[src/assert_macros.svh]
// assertion macros for the table rtl
// no dependencies; included by the files that carry concurrent assertions
`ifndef ASSERT_MACROS_SVH
`define ASSERT_MACROS_SVH
`ifndef SYNTHESIS
// same-cycle implication, disabled while reset is asserted
`define OAHT_ASSERT_IMPL(label, clk, rst_n, ante, cons, msg) \
  label: assert property (@(posedge clk) disable iff (!rst_n) (ante) |-> (cons)) \
    else $error(msg);
// next-cycle implication, disabled while reset is asserted
`define OAHT_ASSERT_NEXT(label, clk, rst_n, ante, cons, msg) \
  label: assert property (@(posedge clk) disable iff (!rst_n) (ante) |=> (cons)) \
    else $error(msg);
`else
`define OAHT_ASSERT_IMPL(label, clk, rst_n, ante, cons, msg)
`define OAHT_ASSERT_NEXT(label, clk, rst_n, ante, cons, msg)
`endif
`endif

[src/oaht_pkg.sv]
// package for the hash table: field widths, codes and control/status structs
// no dependencies
`default_nettype none

package oaht_pkg;

  localparam int unsigned REQ_W   = 2;
  localparam int unsigned KEY_W   = 32;
  localparam int unsigned HASH_W  = 32;
  localparam int unsigned DATA_W  = 64;
  localparam int unsigned LIMIT_W = 6;
  localparam int unsigned TAG_W   = 2;

  localparam logic [LIMIT_W-1:0] LIMIT_RESET = 6'd48;

  // request codes
  localparam logic [REQ_W-1:0] REQ_GET   = 2'd0;
  localparam logic [REQ_W-1:0] REQ_SET   = 2'd1;
  localparam logic [REQ_W-1:0] REQ_DEL   = 2'd2;
  localparam logic [REQ_W-1:0] REQ_CLEAR = 2'd3;

  // slot tags
  localparam logic [TAG_W-1:0] TAG_EMPTY = 2'd0;
  localparam logic [TAG_W-1:0] TAG_FULL  = 2'd1;
  localparam logic [TAG_W-1:0] TAG_TOMB  = 2'd2;

  typedef struct packed {
    logic accept;
    logic home_start;
    logic probe_init;
    logic rd_en;
    logic check;
    logic wr_en;
    logic clr_step;
    logic used_clr;
    logic rsp_load;
  } oaht_cmd_t;

  typedef struct packed {
    logic home_done;
    logic in_clear;
    logic in_reject;
    logic probe_end;
    logic clr_last;
    logic out_free;
  } oaht_sts_t;

endpackage

`default_nettype wire

[src/oaht_ctrl.sv]
// controller: sequences accept, home slot, probe reads, write-back, clear sweep, result
// depends on oaht_pkg
`default_nettype none

module oaht_ctrl (
  input  logic                clk_i,
  input  logic                rst_ni,
  input  logic                req_valid_i,
  output logic                req_ready_o,
  input  oaht_pkg::oaht_sts_t sts_i,
  output oaht_pkg::oaht_cmd_t cmd_o
);
  import oaht_pkg::*;

  localparam logic [2:0] S_INIT  = 3'd0;
  localparam logic [2:0] S_IDLE  = 3'd1;
  localparam logic [2:0] S_CLEAR = 3'd2;
  localparam logic [2:0] S_HOME  = 3'd3;
  localparam logic [2:0] S_READ  = 3'd4;
  localparam logic [2:0] S_CHECK = 3'd5;
  localparam logic [2:0] S_WRITE = 3'd6;
  localparam logic [2:0] S_DONE  = 3'd7;

  logic [2:0] state_q, state_d;

  always_comb begin
    state_d     = state_q;
    cmd_o       = '0;
    req_ready_o = 1'b0;
    case (state_q)
      S_INIT: begin
        cmd_o.clr_step = 1'b1;
        if (sts_i.clr_last) begin
          state_d = S_IDLE;
        end
      end
      S_IDLE: begin
        req_ready_o = 1'b1;
        if (req_valid_i) begin
          cmd_o.accept = 1'b1;
          if (sts_i.in_clear) begin
            state_d = S_CLEAR;
          end else if (sts_i.in_reject) begin
            state_d = S_DONE;
          end else begin
            cmd_o.home_start = 1'b1;
            state_d          = S_HOME;
          end
        end
      end
      S_CLEAR: begin
        cmd_o.clr_step = 1'b1;
        if (sts_i.clr_last) begin
          cmd_o.used_clr = 1'b1;
          state_d        = S_DONE;
        end
      end
      S_HOME: begin
        if (sts_i.home_done) begin
          cmd_o.probe_init = 1'b1;
          state_d          = S_READ;
        end
      end
      S_READ: begin
        cmd_o.rd_en = 1'b1;
        state_d     = S_CHECK;
      end
      S_CHECK: begin
        cmd_o.check = 1'b1;
        state_d     = sts_i.probe_end ? S_WRITE : S_READ;
      end
      S_WRITE: begin
        cmd_o.wr_en = 1'b1;
        state_d     = S_DONE;
      end
      S_DONE: begin
        if (sts_i.out_free) begin
          cmd_o.rsp_load = 1'b1;
          state_d        = S_IDLE;
        end
      end
      default: begin
        state_d = S_IDLE;
      end
    endcase
  end

  always_ff @(posedge clk_i or negedge rst_ni) begin
    if (!rst_ni) begin
      state_q <= S_INIT;
    end else begin
      state_q <= state_d;
    end
  end

endmodule

`default_nettype wire

[config.mk]
export PLATFORM = sky130hd
export DESIGN_NAME = oaht_ctrl
export DESIGN_NICKNAME = d
export VERILOG_FILES = /design/src/assert_macros.svh /design/src/oaht_pkg.sv /design/src/oaht_ctrl.sv
export SDC_FILE = /design/constraint.sdc
export NUM_CORES = 1
export LEC_CHECK = 0
export BUFFER_PORTS_ARGS = -buffer_cell sky130_fd_sc_hd__buf_2
export CORE_AREA = 2 2 39 41
export CTS_CLUSTER_SIZE = 10
export DETAILED_ROUTE_END_ITERATION = 7
export DIE_AREA = 0 0 41 43
export GPL_TIMING_DRIVEN = 0
export PLACE_DENSITY = 0.54
export SYNTH_ARGS = -nofsm -noshare
export SYNTH_HDL_FRONTEND = slang
export SYNTH_SLANG_ARGS = --single-unit
export TNS_END_PERCENT = 50
[constraint.sdc]
create_clock -name clk_i -period 2.7 [get_ports clk_i]
set_clock_uncertainty 0.2 [all_clocks]
set_input_delay 0.135 -clock clk_i [delete_from_list [all_inputs] [get_ports clk_i]]
set_output_delay 0.135 -clock clk_i [all_outputs]
set_load 0.005 [all_outputs]
* Word-level counts from Yosys, hierarchy flattened
Index checks and enable logic that the tools add are counted.
** Word-level totals
- Register bits :: 3
- Bits of input ports :: 9
- Output and inout bits :: 10
- Word-level logic and storage cells :: 40
** Operators by class
- Eq/ne operators :: 12
- Muxes and demuxes :: 24
- Reductions and logical operators :: 3
** Operators by type and width (number)
- 3-bit one-hot mux with 8 select lines :: 1
- 3-bit 2-to-1 mux :: 7
- 1-bit 2-to-1 mux :: 13
- 3-bit equality test, second input constant :: 4
- 2-bit != test, second input constant :: 5
- 3-bit by 2-bit equality test with 1-bit output, second input constant :: 2
- 2-bit 2-to-1 mux :: 3
- 5-bit AND reduction :: 1
- 3-bit by 1-bit equality test with 1-bit output, second input constant :: 1
- 3-bit logical NOT :: 1
- 2-bit OR reduction :: 1

* Logic depth before layout (Yosys ltp)
Gate-level depths: netlist of run 1.
- Depth in word-level cells :: 4
- Gate-level depth with buffers :: 4
- Mapped depth without buffers :: 3

* Worst setup path after synthesis of run 1
No wires, ideal clock.
- Kind :: reg2out
- Start :: register state_q[1]
- End :: output cmd_o[7] (netlist name)
- Arrival :: 927 ps
- Required time :: 2365 ps
- Path slack :: 1438 ps
- Cell stages (with the launch flop) :: 4
- Buffers on the path :: 0
- Cell sequence :: dfrtp_1 nor3b_2 and2_1 nor3b_2
** RTL lines
- from (decl) :: line oaht_ctrl.sv:24 : logic [2:0] state_q, state_d;
- from (signal assigned) :: line oaht_ctrl.sv:92 : state_q <= state_d;
- to (decl) :: line oaht_ctrl.sv:11 : output oaht_pkg::oaht_cmd_t cmd_o

==> flow_metrics.env, run 1 <==
export IMPL_hold_class="input pin to flip-flop"
export IMPL_power_density_nw_per_um2=924
export IMPL_cts_buffers=3
export IMPL_outcome="completed"
export IMPL_dp_cells=68
export IMPL_row_count=14
export IMPL_cts_resized=0
export IMPL_max_freq_ghz=0.639
export IMPL_holdCritStartpoint="sts_i[1]"
export IMPL_regMostFlops="state_q"
export IMPL_grt_overflow=0
export IMPL_synth_cell_types=22
export IMPL_stdcell_count=73
export IMPL_yosysWarningCount=0
export IMPL_drive_above_1_share=0.509
export IMPL_ff2ff_setup_slack_ns=1.39
export IMPL_finalHoldViolCount=0
export IMPL_area_growth_pct=52.2
export IMPL_setup_worst_path_start_class="flip-flop"
export IMPL_path_clk_slew_ns=0.04
export IMPL_clockRootBuffer="clkbuf_4"
export IMPL_ios=19
export IMPL_h_tree_depth=1
export IMPL_grt_total_usage=0.0986
export IMPL_route_detailed_drc=0
export IMPL_worstPathMaxFanout=4
export IMPL_worstSetupEndpointType="output pin"
export IMPL_dieHeight_um=43
export IMPL_cts_max_path_buffers=2
export IMPL_ys_ff_latch=3
export IMPL_worstHoldEndpoint="state_q[0]"
export IMPL_port_buffers=18
export IMPL_clock_sinks=3
export IMPL_rsz0062_at_grt="no"
export IMPL_crit_required_ns=2.37
export IMPL_vias=315
export IMPL_min_period_ns=1.57
export IMPL_n_antenna_cell=0
export IMPL_layout_cells_most_common="buf_2"
export IMPL_worst_slew_pin_slew_ns=0.192
export IMPL_synth_area_um2=280
export IMPL_pre_cts_ws_ns=1.36
export IMPL_worst_hold_slack_ns=0.0104
export IMPL_grt_pass1_wl_um=1160
export IMPL_critPathKind="flip-flop to output pin"
export IMPL_whs_path_depth=3
export IMPL_die_w_um=41
export IMPL_gp_congestion=0.685
export IMPL_fin_crit_sh=0.580
export IMPL_syn_num_nets=43
export IMPL_grt_max_degree=11
export IMPL_finalPower_w=0.000394
export IMPL_setup_ws_ns=1.13
export IMPL_avgSynthCellArea_um2=8.24
export IMPL_drtAntennaViolNets=0
export IMPL_grt_pass1_vias=275
export IMPL_cap_violations=0
export IMPL_layout_common_cells="20 x buf_2, 4 x nor2_1"
export IMPL_drv_slew=0
export IMPL_startpoint="state_q[2]"
export IMPL_routed_via_density=4.32
export IMPL_setup_tns_ns=0
export IMPL_antenna_found_initial=0
export IMPL_dp_hpwl_um=557
export IMPL_cts_tree="done"
export IMPL_r2r_end="state_q[2]"
export IMPL_reg_largest_list="state_q x3"
export IMPL_initial_core_util=0.203
export IMPL_drt_iter0_drc=8
export IMPL_crit_arrival_ns=1.23
export IMPL_core_um2=1380
export IMPL_r2r_start="state_q[2]"
export IMPL_nNetsFinal=67
export IMPL_setup_viol=0
export IMPL_first_pass_iters=2
export IMPL_largest_reg_flops=3
export IMPL_worstRegToRegCells=3
export IMPL_syn_inst=34
export IMPL_vdd_drop_max_v=0.000285
export IMPL_slew_headroom=0.871
export IMPL_routed_wl_um=687
export IMPL_leakagePower_nw=0.230
export IMPL_wl_per_cell_um=9.41
export IMPL_die_area_um2=1760
export IMPL_clk_latency_ns=0.23
export IMPL_yosysSeqAreaShare=0.268
==> metrics by stage <==
step	utilization	area (µm²)
final	0.308	427
after global routing	0.308	427
after CTS	0.308	427
after detailed placement	0.282	390
after global placement	0.282	390
after floorplan	-	280
==> critical path: stages (launching register included) <==
cell and delay, ns:
dfrtp_1 0.41, nor3b_2 0.18, and2_1 0.15, nor3b_2 0.14, buf_2 0.13
==> layer usage <==
layer / up-vias / GRT usage / routed length (µm) / share of wire
met4: 0 / 0.0200 / 0 / 0
met2: 12 / 0.134 / 308 / 0.45
met5: - / 0 / 0 / 0
met1: 135 / 0.129 / 332 / 0.48
met3: 0 / 0.0628 / 46 / 0.067
li1: 168 / - / - / -
==> worst max-delay path by stage <==
stage / end / slack, ns / cells past startpoint
detailed placement: cmd_o[7] / 1.36 / 4
global route: cmd_o[7] / 0.99 / 4
floorplan: cmd_o[7] / 1.44 / 3
finish: cmd_o[7] / 1.13 / 4
CTS: cmd_o[7] / 1.10 / 4
global placement: cmd_o[7] / 1.37 / 4
==> logic make-up (layout without fill, tap and decap cells) <==
group / after synthesis / in the layout / synth area share
and+or+nand+nor: 17 / 17 / 0.406
buffers and inverters: 4 / 27 / 0.0759
DFF: 3 / 3 / 0.268
muxes: 1 / 1 / 0.0402
AOI/OAI and AO/OA: 9 / 9 / 0.210
==> synthesized netlist by cell type, drive strengths merged <==
cell type / n / share of area
nor3: 1 / 0.018
nor3b: 3 / 0.12
inv: 1 / 0.013
or2: 1 / 0.022
nand2b: 1 / 0.049
a41oi: 1 / 0.031
a21oi: 3 / 0.054
mux2: 1 / 0.040
and3: 1 / 0.022
dfrtp: 3 / 0.27
nor2: 4 / 0.054
a21boi: 1 / 0.027
and2: 1 / 0.022
o21a: 1 / 0.027
nand2: 3 / 0.040
a31oi: 1 / 0.022
buf: 3 / 0.063
a211oi: 1 / 0.027
and3b: 2 / 0.063
o22ai: 1 / 0.022
==> what timing repair did <==
| item | CTS | global route |
|---|---|---|
| hold endpoints to repair | 3 | 0 |
| setup buffers | 0 | 0 |
| hold buffers | 1 | 0 |
==> where the power goes <==
group	switching, W	internal, W
clock network	0.0000233	0.0000554
registers	0.0000196	0.0000670
logic	0.000112	0.000117
total	0.000155	0.000239
==> cell type report <==
cell class                 instances  area (µm²)
clock buffer                       4        26.3
buffer                             3        17.5
fill                             161         957
multi-input combinational         27         184
sequential                         3        75.1
inverter                           1        3.75
timing repair buffer              19         100
tap                               16        20.0
Note: power is estimated with default switching activity, not from simulation.
==> inputs of run 2 (changes only) <==
--- a/config.mk
+++ b/config.mk
@@ -5,13 +5,14 @@
 export SDC_FILE = /design/constraint.sdc
 export NUM_CORES = 1
 export LEC_CHECK = 0
+export ABC_AREA = 1
 export BUFFER_PORTS_ARGS = -buffer_cell sky130_fd_sc_hd__buf_2
 export CORE_AREA = 2 2 39 41
 export CTS_CLUSTER_SIZE = 10
 export DETAILED_ROUTE_END_ITERATION = 7
 export DIE_AREA = 0 0 41 43
 export GPL_TIMING_DRIVEN = 0
-export PLACE_DENSITY = 0.54
+export PLACE_DENSITY = 0.62
 export SYNTH_ARGS = -nofsm -noshare
 export SYNTH_HDL_FRONTEND = slang
 export SYNTH_SLANG_ARGS = --single-unit
==> constraint.sdc (replaced) <==
create_clock -name clk_i -period 1.5 [get_ports clk_i]
set_clock_uncertainty 0.2 [all_clocks]
set_input_delay 0.075 -clock clk_i [delete_from_list [all_inputs] [get_ports clk_i]]
set_output_delay 0.075 -clock clk_i [all_outputs]
set_load 0.005 [all_outputs]
==> flow_metrics.env, run 2 <==
export IMPL_reg_largest_list="state_q x3"
export IMPL_die_area_um2=1760
export IMPL_cap_violations=0
export IMPL_layout_cells_most_common="buf_2"
export IMPL_p_seq_frac=0.126
export IMPL_r2r_end="state_q[1]"
export IMPL_holdCritStartpoint="sts_i[1]"
export IMPL_ff2ff_setup_slack_ns=0.06
export IMPL_port_buffers=18
export IMPL_combPwrFrac=0.742
export IMPL_clock_sinks=3
export IMPL_setup_tns_ns=0
export IMPL_worstRegToRegCells=6
export IMPL_h_tree_depth=1
export IMPL_ys_ff_latch=3
export IMPL_worstSetupEndpointType="output pin"
export IMPL_nNetsFinal=96
export IMPL_fin_crit_sh=0.997
export IMPL_cts_buffers=3
export IMPL_largest_reg_flops=3
export IMPL_worst_hold_slack_ns=0.0145
export IMPL_route_detailed_drc=0
export IMPL_yosysWarningCount=0
export IMPL_initial_core_util=0.272
export IMPL_synthArstFlopShare=1.00
export IMPL_cts_tree="done"
export IMPL_crit_required_ns=1.22
export IMPL_area_growth_pct=53.5
export IMPL_vias=434
export IMPL_slew_headroom=0.901
export IMPL_final_cell_area_um2=578
export IMPL_hold_class="input pin to flip-flop"
export IMPL_drive_above_1_share=0.512
export IMPL_whs_path_depth=5
export IMPL_min_period_ns=1.49
export IMPL_synth_most_common_cell="nand2_1"
export IMPL_gp_congestion=0.741
export IMPL_power_density_nw_per_um2=1950
export IMPL_synth_cell_types=19
export IMPL_grt_pass1_vias=387
export IMPL_synth_ff_type="dfrtp_1"
export IMPL_ios=19
export IMPL_row_count=14
export IMPL_p_int_w=0.000600
export IMPL_first_pass_iters=4
export IMPL_worst_slew_pin_slew_ns=0.148
export IMPL_routed_wl_um=872
export IMPL_grt_pass1_wl_um=1460
export IMPL_synth_area_um2=377
export IMPL_synth_common_cells="10 x nand2_1, 7 x inv_1, 7 x nor2_1"
export IMPL_crit_chain="buf_6, nor2_8, nand2_4, inv_2, nand2_2, nor3_2, buf_2"
export IMPL_syn_num_nets=66
export IMPL_regMostFlops="state_q"
export IMPL_layout_common_cells="18 x buf_2, 10 x nand2_1, 7 x nor2_1, 7 x inv_1, 5 x nand2_2"
export IMPL_r2r_start="state_q[2]"
export IMPL_grt_total_usage=0.123
export IMPL_setup_worst_path_start_class="flip-flop"
export IMPL_power_switching_w=0.000527
export IMPL_dpl_cell_area_um2=487
export IMPL_finalHoldViolCount=0
export IMPL_cpPeakStageDelay_ns=0.36
export IMPL_yosys_area_top_type="dfrtp_1"
export IMPL_dp_hpwl_um=618
export IMPL_path_clk_slew_ns=0.04
export IMPL_worstPathMaxFanout=3
export IMPL_crit_arrival_ns=1.22
export IMPL_grt_overflow=0
export IMPL_drt_iter0_drc=7
export IMPL_die_w_um=41
export IMPL_worstHoldEndpoint="state_q[2]"
export IMPL_antenna_found_initial=0
export IMPL_rsz0062_at_grt="yes"
export IMPL_critical_path_slowest_cell="dfrtp_1"
export IMPL_setup_viol=0
export IMPL_grt_max_degree=11
export IMPL_avgSynthCellArea_um2=6.61
export IMPL_clockRootBuffer="clkbuf_4"
export IMPL_synth_edf_count=0
export IMPL_leakagePower_nw=0.343
export IMPL_cts_max_path_buffers=2
export IMPL_synth_top_area_frac=0.199
export IMPL_outcome="completed"
export IMPL_synthTopCellsByArea="dfrtp_1 20%, nand2_1 10%, buf_6 9.0%, nand2_2 8.3%, inv_1 7.0%"
export IMPL_max_freq_ghz=0.669
export IMPL_dieHeight_um=43
export IMPL_wl_per_cell_um=8.55
export IMPL_netSwitchingFraction=0.468
export IMPL_vdd_drop_max_v=0.000672
export IMPL_yosysSeqAreaShare=0.199
export IMPL_syn_inst=57
export IMPL_routed_via_density=4.25
export IMPL_core_um2=1380
export IMPL_p_clk_frac=0.132
export IMPL_drv_slew=0
export IMPL_critPathKind="flip-flop to output pin"
export IMPL_n_antenna_cell=0
export IMPL_clk_latency_ns=0.24
export IMPL_drtAntennaViolNets=0
[run 2: cells by family (layout without fill, tap and decap cells)]
family / after synthesis / after routing / synth area share
flops: 3 / 3 / 0.199
compound gates: 5 / 5 / 0.0664
simple gates: 35 / 35 / 0.535
buf+inv: 14 / 43 / 0.199
[run 2: worst max-delay path, delay by kind of cell, from the launching register on]
kind | cells | cell delay (ns)
flip-flops | 1 | 0.36
buffers and inverters | 3 | 0.32
AND/OR/NAND/NOR | 4 | 0.30
[run 2: worst max path at each step]
| stage | start | end | slack, ns | cells past startpoint |
|---|---|---|---|---|
| floorplan | state_q[1] | state_q[1] | 0.28 | 7 |
| global placement | state_q[1] | cmd_o[7] | 0.22 | 7 |
| detailed placement | state_q[0] | state_q[1] | 0.19 | 7 |
| CTS | state_q[2] | cmd_o[7] | -0.01 | 7 |
| global route | state_q[2] | cmd_o[7] | -0.07 | 7 |
| finish | state_q[2] | cmd_o[7] | 0.005 | 7 |
[run 2: cell type report]
class / instances / area [µm²]
inverters: 11 / 41.3
well taps: 16 / 20.0
multi-input cells: 40 / 231
plain buffers: 3 / 33.8
flip-flops and latches: 3 / 75.1
clock buffers: 4 / 26.3
repair buffers: 25 / 150
fillers: 152 / 806
[run 2: power groups by stage]
stage	logic [W]	clock network, W	registers [W]
after detailed placement	0.000749	0	0.000144
after floorplan	0.000589	0	0.000142
after global placement	0.000740	0	0.000143
final	0.000836	0.000148	0.000142
after global routing	0.000948	0.000162	0.000143
after CTS	0.000832	0.000155	0.000142
[run 2: per-stage QoR]
stage          total power, W  std cells   util  setup slack [ns]
6_report              0.00113        102  0.418           0.00516
5_1_grt               0.00125        102  0.418           -0.0721
4_1_cts               0.00113        102  0.414          -0.00997
3_5_place_dp         0.000893         91  0.352             0.190
3_3_place_gp         0.000883         91  0.352             0.223
2_1_floorplan        0.000731         57      -             0.281
[run 2: metal layers]
layer,part of all wire,vias to the layer above,GRT usage
li1,-,232,-
met1,0.45,182,0.158
met2,0.45,18,0.175
met3,0.065,2,0.0157
met4,0.025,0,0.100
met5,0,-,0
[run 2: timing repair]
action | CTS | global route
hold endpoints to repair | 4 | 0
cloned | 0 | 0
setup endpoints to repair | 1 | 6
gates resized for setup | 0 | 1
hold buffers | 3 | 0
setup buffers | 4 | 0
pin swaps | 1 | 0
